===== src/fpa_pkg.sv =====
// Shared types, constants and command codes for the fixed-point ALU.
package fpa_pkg;

	localparam int unsigned FracBitsDefault = 8;
	localparam int unsigned WordW = 32;
	localparam int unsigned CmdW = 4;
	localparam int unsigned QueueDepth = 2;

	typedef enum logic [CmdW-1:0] {
		CMD_ADD      = 4'd0,
		CMD_SUB      = 4'd1,
		CMD_MUL      = 4'd2,
		CMD_DIV      = 4'd3,
		CMD_INC      = 4'd4,
		CMD_DEC      = 4'd5,
		CMD_MIN      = 4'd6,
		CMD_MAX      = 4'd7,
		CMD_FROM_INT = 4'd8,
		CMD_TO_INT   = 4'd9
	} cmd_t;

	// Which back-end unit produces the result.
	typedef enum logic [1:0] {
		UNIT_SIMPLE = 2'd0,
		UNIT_MUL    = 2'd1,
		UNIT_DIV    = 2'd2,
		UNIT_ZERO   = 2'd3
	} unit_t;

	// Classified item handed from the front to the back.
	typedef struct packed {
		unit_t              unit;
		logic [WordW-1:0]   simple_res;
		logic signed [WordW-1:0] a;
		logic signed [WordW-1:0] b;
		logic               less;
		logic               equal;
		logic               greater;
		logic               div_zero;
	} op_t;

	typedef struct packed {
		logic [WordW-1:0] result;
		logic             a_less;
		logic             a_equal;
		logic             a_greater;
		logic             divide_error;
	} res_t;

endpackage


===== src/fpa_queue.sv =====
// Short FIFO between front and back ends.
module fpa_queue #(
	parameter int unsigned DEPTH = fpa_pkg::QueueDepth
) (
	input  logic         clk,
	input  logic         arst_n,
	input  logic         wr_valid,
	output logic         wr_ready,
	input  fpa_pkg::op_t wr_data,
	output logic         rd_valid,
	input  logic         rd_ready,
	output fpa_pkg::op_t rd_data
);
	localparam int unsigned AW = (DEPTH > 1) ? $clog2(DEPTH) : 1;

	fpa_pkg::op_t       mem_q [DEPTH];
	logic [AW-1:0]      wptr_q, rptr_q;
	logic [AW:0]        count_q;
	logic               push, pop;

	assign wr_ready = count_q != (AW+1)'(DEPTH);
	assign rd_valid = count_q != '0;
	assign rd_data = mem_q[rptr_q];
	assign push = wr_valid && wr_ready;
	assign pop = rd_valid && rd_ready;

	always_ff @(posedge clk or negedge arst_n) begin
		if (!arst_n) begin
			wptr_q <= '0;
			rptr_q <= '0;
			count_q <= '0;
		end else begin
			if (push) begin
				wptr_q <= (wptr_q == AW'(DEPTH - 1)) ? '0 : wptr_q + AW'(1);
			end
			if (pop) begin
				rptr_q <= (rptr_q == AW'(DEPTH - 1)) ? '0 : rptr_q + AW'(1);
			end
			count_q <= count_q + (AW+1)'(push) - (AW+1)'(pop);
		end
	end

	always_ff @(posedge clk) begin
		if (push) begin
			mem_q[wptr_q] <= wr_data;
		end
	end

	property p_count_bound;
		@(posedge clk) disable iff (!arst_n) count_q <= (AW+1)'(DEPTH);
	endproperty
	a_count_bound: assert property (p_count_bound) else $error("queue overflow");

	property p_count_track;
		@(posedge clk) disable iff (!arst_n)
			push && !pop |=> count_q == $past(count_q) + (AW+1)'(1);
	endproperty
	a_count_track: assert property (p_count_track) else $error("queue count slip");

	property p_empty_pop;
		@(posedge clk) disable iff (!arst_n) count_q == '0 |-> !pop;
	endproperty
	a_empty_pop: assert property (p_empty_pop) else $error("pop from empty queue");

endmodule


===== config.mk =====
export PLATFORM = sky130hd
export DESIGN_NAME = fpa_queue
export DESIGN_NICKNAME = d
export VERILOG_FILES = /design/src/fpa_pkg.sv /design/src/fpa_queue.sv
export SDC_FILE = /design/constraint.sdc
export NUM_CORES = 1
export LEC_CHECK = 0
export BUFFER_PORTS_ARGS = -buffer_cell sky130_fd_sc_hd__buf_2
export CORE_MARGIN = 1.5
export CORE_UTILIZATION = 47
export DETAILED_ROUTE_END_ITERATION = 10
export PLACE_DENSITY = 0.75
export SETUP_SLACK_MARGIN = 0.3
export SLEW_MARGIN = 25
export SYNTH_ARGS = -nofsm -noshare
export SYNTH_HDL_FRONTEND = slang
export SYNTH_SLANG_ARGS = --single-unit

===== constraint.sdc =====
create_clock -name clk -period 5.33 [get_ports clk]
set_clock_uncertainty 0.05 [all_clocks]
set_input_delay 0.533 -clock clk [delete_from_list [all_inputs] [get_ports clk]]
set_output_delay 0.533 -clock clk [all_outputs]
set_load 0.01 [all_outputs]

==> impl_metrics.tcl, run 1 <==
set metrics [dict create \
    cts_htree_levels 1 \
    placementRows 46 \
    grt_pass1_wl_mm 21.1 \
    p_leak_nw 3.57 \
    finalMaxSlewViolations 0 \
    switching_share_pct 28.4 \
    final_util_pct 60.3 \
    port_buffers 209 \
    worstHoldStart "wr_data[81]" \
    p_total_w 0.00523 \
    cts_hold_buf 1 \
    rrSetupSlack_ns 2.86 \
    place_congestion 0.734 \
    cellInternalPower_w 0.00375 \
    crit_slowest_cell "dfrtp_4" \
    viasPerCell 4.94 \
    crit_type "reg2out" \
    clock_path_buffers 3 \
    pre_cts_slack_ns 2.57 \
    r2r-start "count_q[0]" \
    areaGrowthSynthToFinish_pct 25.7 \
    grtUsageTotal_pct 16.4 \
    synth_common_cells "edfxtp_1, mux2_2, buf_6" \
    cts_sinks 208 \
    synthFlopType "edfxtp_1" \
    hpwlAfterDp_mm 9.31 \
    reg2reg_depth 3 \
    finalSetupTns_ns 0 \
    cpPeakStageDelay_ns 1.02 \
    drt_iter0_drc 233 \
    timing.final.ws_setup_ns 2.07 \
    root_buffer "clkbuf_16" \
    placed_cells 757 \
    crit_arrival_ns 2.68 \
    cp_cell_sequence "buf_4 > mux2_2 > buf_2" \
    synthTopCellsByArea "edfxtp_1, mux2_2, dfrtp_1, buf_6, xnor2_1" \
    yosys_warnings 0 \
    p_clk_share_pct 26.9 \
    synth.distinct_cells 19 \
    grt_overflow 0 \
    p_sw_w 0.00149 \
    seq_area_frac_synth_pct 82.0 \
    setup_violations 0 \
    period_minus_slack_ns 3.26 \
    worst_setup_path_end_kind "output port" \
    rsz0062_at_grt "no" \
    drc 0 \
    post_cts_resized 0 \
    final_cells 798 \
    synth_fp_nets 446 \
    yosysTopAreaCellShare_pct 80.7 \
    grt_antenna_before_repair 0 \
    r2r-end "mem_q[1][32]" \
    die_height_um 130 \
    wl_mm 14.3 \
    ios 210 \
    min_to "mem_q[0][81]" \
    grt_max_degree 67 \
    dieArea_um2 16900 \
    finalNetCount 673 \
    initial_core_util_pct 48.0 \
    drt-pass1-iter-count 4 \
    post-route-period-util_pct 61.2 \
    ys_ff_latch 208 \
    netlist_area_um2 7590 \
    path_max_fanout 66 \
    fillers 1181 \
    via_count 3940 \
    fp.coreArea_um2 15800 \
    hold_path_depth 1 \
    drive_above_1_share_pct 60.1 \
    ir_drop_mv 0.380 \
    relSlewSlack_pct 39.4 \
    die_w_um 130 \
    status "complete, no violations" \
    synth_top_area_cell "edfxtp_1" \
    synth_cells 339 \
    grt_pass1_vias 4224 \
    synth.most_common_cell "edfxtp_1" \
    max_cap_viol_count 0 \
    syn_area_per_cell_um2 22.4 \
    n_antenna_cell 0 \
    cts_tree "yes" \
    multi_input_comb_area_um2 1280 \
    fmax_mhz 307 \
    clk_latency_ns 0.49 \
    worstSetupStartpointType "flip-flop" \
    seqCellArea_um2 6230 \
    cp.required_ns 4.75 \
    finalHoldViolCount 0 \
    ys_async_sr_fraction_pct 1.92 \
    tightestPinTransition_ns 0.909 \
    hp-class "in2reg" \
    postCtsSetupRepairBufs 0 \
    pwr-share-seq_pct 46.4 \
    ant_nets 0 \
    clk_pin_slew_worst_paths_ns 0.06 \
    pwr-share-comb_pct 26.7 \
    cts_buffers 22 \
    wl_per_cell_um 17.9 \
    synth_edf_count 204 \
    p_per_area_nw_per_um2 548 \
]
[cell usage in the layout (no fill, tap or decap), drive strengths merged, types with 2 or more instances in the layout]
master,synthesis,layout
edfxtp,204,204
nor2,3,3
clkinv,0,6
xnor2,3,3
mux2,102,102
buf,11,213
clkbuf,0,34
nand2,2,2
dfrtp,4,4
[routing by layer]
metal  global-route usage (%)  vias to the layer above  wire length (µm)
li1                         -                     1808                 -
met1                     19.4                     1950              5670
met4                     3.99                        0               208
met5                        0                        -                 0
met2                     28.4                      163              7140
met3                     6.07                       19              1300
[final cells by class]
class | count | area share [%]
sequential | 208 | 65.2
timing repair buffer | 214 | 11.4
tap | 216 | 2.83
clock buffer | 34 | 6.88
multi-input combinational | 120 | 13.4
clock inverter | 6 | 0.275
[through the flow]
stage | area [µm²] | hold slack, ns
after detailed placement | 8860 | 0.294
after floorplan | 7600 | 0.187
after global routing | 9550 | 0.161
after CTS | 9550 | 0.160
final | 9550 | 0.177
after global placement | 8860 | 0.292
[worst max-delay path by stage]
stage                     slack (ns)       start     endpoint  cells after the start
after CTS                       2.03      rptr_q  rd_data[84]                      3
final                           2.07      rptr_q  rd_data[63]                      3
after global placement          2.59      rptr_q   rd_data[4]                      3
after floorplan                 1.48  count_q[0]  mem_q[0][0]                      3
after global routing            1.91      rptr_q  rd_data[63]                      3
after detailed placement        2.57      rptr_q  rd_data[16]                      3
[critical path: cells and delay by family (launching register included)]
family,cells,cell delay [ns]
flops,1,1.02
buf+inv,2,0.72
mux,1,0.40
[state kept, by name, summed over array words and instances, names as in the netlist]
register,count
rptr_q,1
count_q,2
mem_q,204
wptr_q,1
[kinds of logic after synthesis]
logic type      Yosys count  share of synthesized area [%]
buf+inv                  11                           1.33
simple gates             10                          0.643
compound gates            4                          0.412
xor+xnor                  3                          0.346
mux                     102                           15.1
flops                   208                           82.0
fa+ha+maj                 1                          0.165
[power by group through the flow]
stage                     logic (W)  registers (W)  clock network, W
after floorplan             0.00100        0.00236                 0
after detailed placement    0.00141        0.00247                 0
after CTS                   0.00142        0.00244           0.00145
after global routing        0.00152        0.00247           0.00151
final                       0.00140        0.00243           0.00141
after global placement      0.00139        0.00244                 0
No activity file was read; power rests on OpenSTA's default activity.
==> inputs of run 2 (changes only) <==
--- a/config.mk
+++ b/config.mk
@@ -7,9 +7,9 @@
 export LEC_CHECK = 0
 export BUFFER_PORTS_ARGS = -buffer_cell sky130_fd_sc_hd__buf_2
 export CORE_MARGIN = 1.5
-export CORE_UTILIZATION = 47
+export CORE_UTILIZATION = 52
 export DETAILED_ROUTE_END_ITERATION = 10
-export PLACE_DENSITY = 0.75
+export PLACE_DENSITY = 0.78
 export SETUP_SLACK_MARGIN = 0.3
 export SLEW_MARGIN = 25
 export SYNTH_ARGS = -nofsm -noshare
==> constraint.sdc (replaced) <==
create_clock -name clk -period 3.1 [get_ports clk]
set_clock_uncertainty 0.05 [all_clocks]
set_input_delay 0.31 -clock clk [delete_from_list [all_inputs] [get_ports clk]]
set_output_delay 0.31 -clock clk [all_outputs]
set_load 0.01 [all_outputs]
==> run 2 against run 1 <==
Critical path depth is the same. Flip-flop and latch count is the same. Utilization grew 15 points. Non-clock buffer count grew 105. First-iteration DRC count grew 13%. Total power grew 72%. Cell count grew 8.5%. Clock-buffer cell count shrank 9. Sequential share of layout area shrank 6.0 points. Wire length grew 9.7%. Register-to-register slack lost 1.8 ns. Critical path type unchanged.
==> impl_metrics.tcl, run 2 (same netlist as run 1, synthesis figures left out) <==
set metrics [dict create \
    status "complete, no violations" \
    grt_antenna_before_repair 1 \
    pre_cts_slack_ns 1.01 \
    cts_sinks 208 \
    hpwlAfterDp_mm 9.49 \
    cts_tree "yes" \
    clk_latency_ns 0.47 \
    r2r-end "mem_q[0][46]" \
    period_minus_slack_ns 2.58 \
    rsz0062_at_grt "no" \
    reg2reg_depth 4 \
    grt_overflow 0 \
    relSlewSlack_pct 41.4 \
    post_cts_resized 0 \
    critPathTopFamily "flip-flops" \
    viasPerCell 4.99 \
    cts_buffers 21 \
    postCtsSetupRepairBufs 0 \
    place_congestion 0.716 \
    fillers 823 \
    drt_iter0_drc 263 \
    finalMaxSlewViolations 0 \
    worstSetupStartpointType "flip-flop" \
    worstSetupStartpoint "rptr_q" \
    clk_pin_slew_worst_paths_ns 0.06 \
    r2r-start "count_q[0]" \
    setup_violations 0 \
    crit_end "rd_data[7]" \
    ir_drop_mv 0.569 \
    rrSetupSlack_ns 1.10 \
    crit_arrival_ns 2.22 \
    placed_cells 724 \
    grt_pass1_wl_mm 23.0 \
    largest_reg_flops 204 \
    drive_above_1_share_pct 51.2 \
    tightestPinTransition_ns 0.879 \
    path_max_fanout 39 \
    cpPeakStageDelay_ns 0.79 \
    areaGrowthSynthToFinish_pct 38.4 \
    cp.buffers_inverters 2 \
    clock_path_buffers 3 \
    crit_type "reg2out" \
    port_buffers 209 \
    via_count 4321 \
    root_buffer "clkbuf_16" \
    drc 0 \
    grtUsageTotal_pct 20.1 \
    regMostFlops "mem_q" \
    p_per_area_nw_per_um2 858 \
    layout_commonest_cell "buf_2" \
    die_height_um 124 \
    mostFrequentLayoutCells "buf_2, edfxtp_1, dlygate4sd3_1" \
    timing.final.ws_setup_ns 0.523 \
    final_cells 866 \
    placementRows 43 \
    ant_nets 0 \
    wl_mm 15.7 \
    finalHoldViolCount 0 \
    worst_setup_path_end_kind "output port" \
    finalSetupTns_ns 0 \
    p_total_w 0.00902 \
    cts_htree_levels 1 \
    ios 210 \
    initial_core_util_pct 54.1 \
    dieArea_um2 15300 \
    p_leak_nw 3.99 \
    crit_slowest_cell "dfrtp_4" \
    cp.required_ns 2.74 \
    post-route-period-util_pct 83.1 \
    grt_max_degree 65 \
    hp-class "in2reg" \
    largestRegisters "mem_q x204, count_q x2" \
    critical_path_depth 3 \
    die_w_um 124 \
    fp.coreArea_um2 14000 \
    wl_per_cell_um 18.1 \
    finalNetCount 777 \
    drt-pass1-iter-count 4 \
    fmax_mhz 388 \
    grt_pass1_vias 4609 \
    max_cap_viol_count 0 \
    cp_cell_sequence "buf_4 > mux2_2 > buf_2" \
]
-- run 2: stage by stage --
stage | cell area (µm²) | util (%) | hold slack [ns]
final | 10500 | 74.9 | 0.0901
after global routing | 10500 | 74.8 | 0.0762
after CTS | 10500 | 74.8 | 0.0647
after detailed placement | 8860 | 63.1 | 0.0757
after global placement | 8860 | 63.1 | 0.0736
after floorplan | 7600 | - | -0.0356
-- run 2: worst reg2reg max path, stage by stage (launching register included) --
cell,delay (ns)
dfrtp_1,0.43
nand2b_1,0.18
nand2_1,0.13
nor2_4,0.10
buf_4,0.66
-- run 2: what timing repair did --
| action | 4_1_cts | 5_1_grt |
|---|---|---|
| hold buffers | 103 | 0 |
| endpoints found under the setup margin | 0 | 0 |
| endpoints found under the hold margin | 208 | 0 |
-- run 2: per-layer routing --
layer / vias up / share of wire (%) / GRT usage (%)
li1: 2018 / - / -
met1: 2102 / 36 / 21.5
met2: 174 / 55 / 39.1
met3: 27 / 6.9 / 4.85
met4: 0 / 2.5 / 5.82
met5: - / 0 / 0
-- run 2: how the worst min path moves through the flow --
stage | start | endpoint | cells after the start
5_1_grt | rd_ready | rptr_q | 3
6_report | rd_ready | rptr_q | 3
2_1_floorplan | arst_n | count_q[0] | 0
3_3_place_gp | arst_n | count_q[0] | 1
4_1_cts | rd_ready | rptr_q | 3
3_5_place_dp | arst_n | count_q[0] | 1
-- run 2: layout make-up --
class	count	area, µm²	area share (%)
Timing Repair Buffer	319	2150	20.5
Clock buffer	25	541	5.14
Multi-Input combinational cell	120	1280	12.2
Clock inverter	12	77.6	0.738
Sequential cell	208	6230	59.3
Tap cell	180	225	2.14
Antenna cell	2	5.00	0.0476
-- run 2: power breakdown --
part	internal (W)	switching, W	total, W
clock network	0.00132	0.000942	0.00226
registers	0.00385	0.000270	0.00412
logic	0.00127	0.00137	0.00264
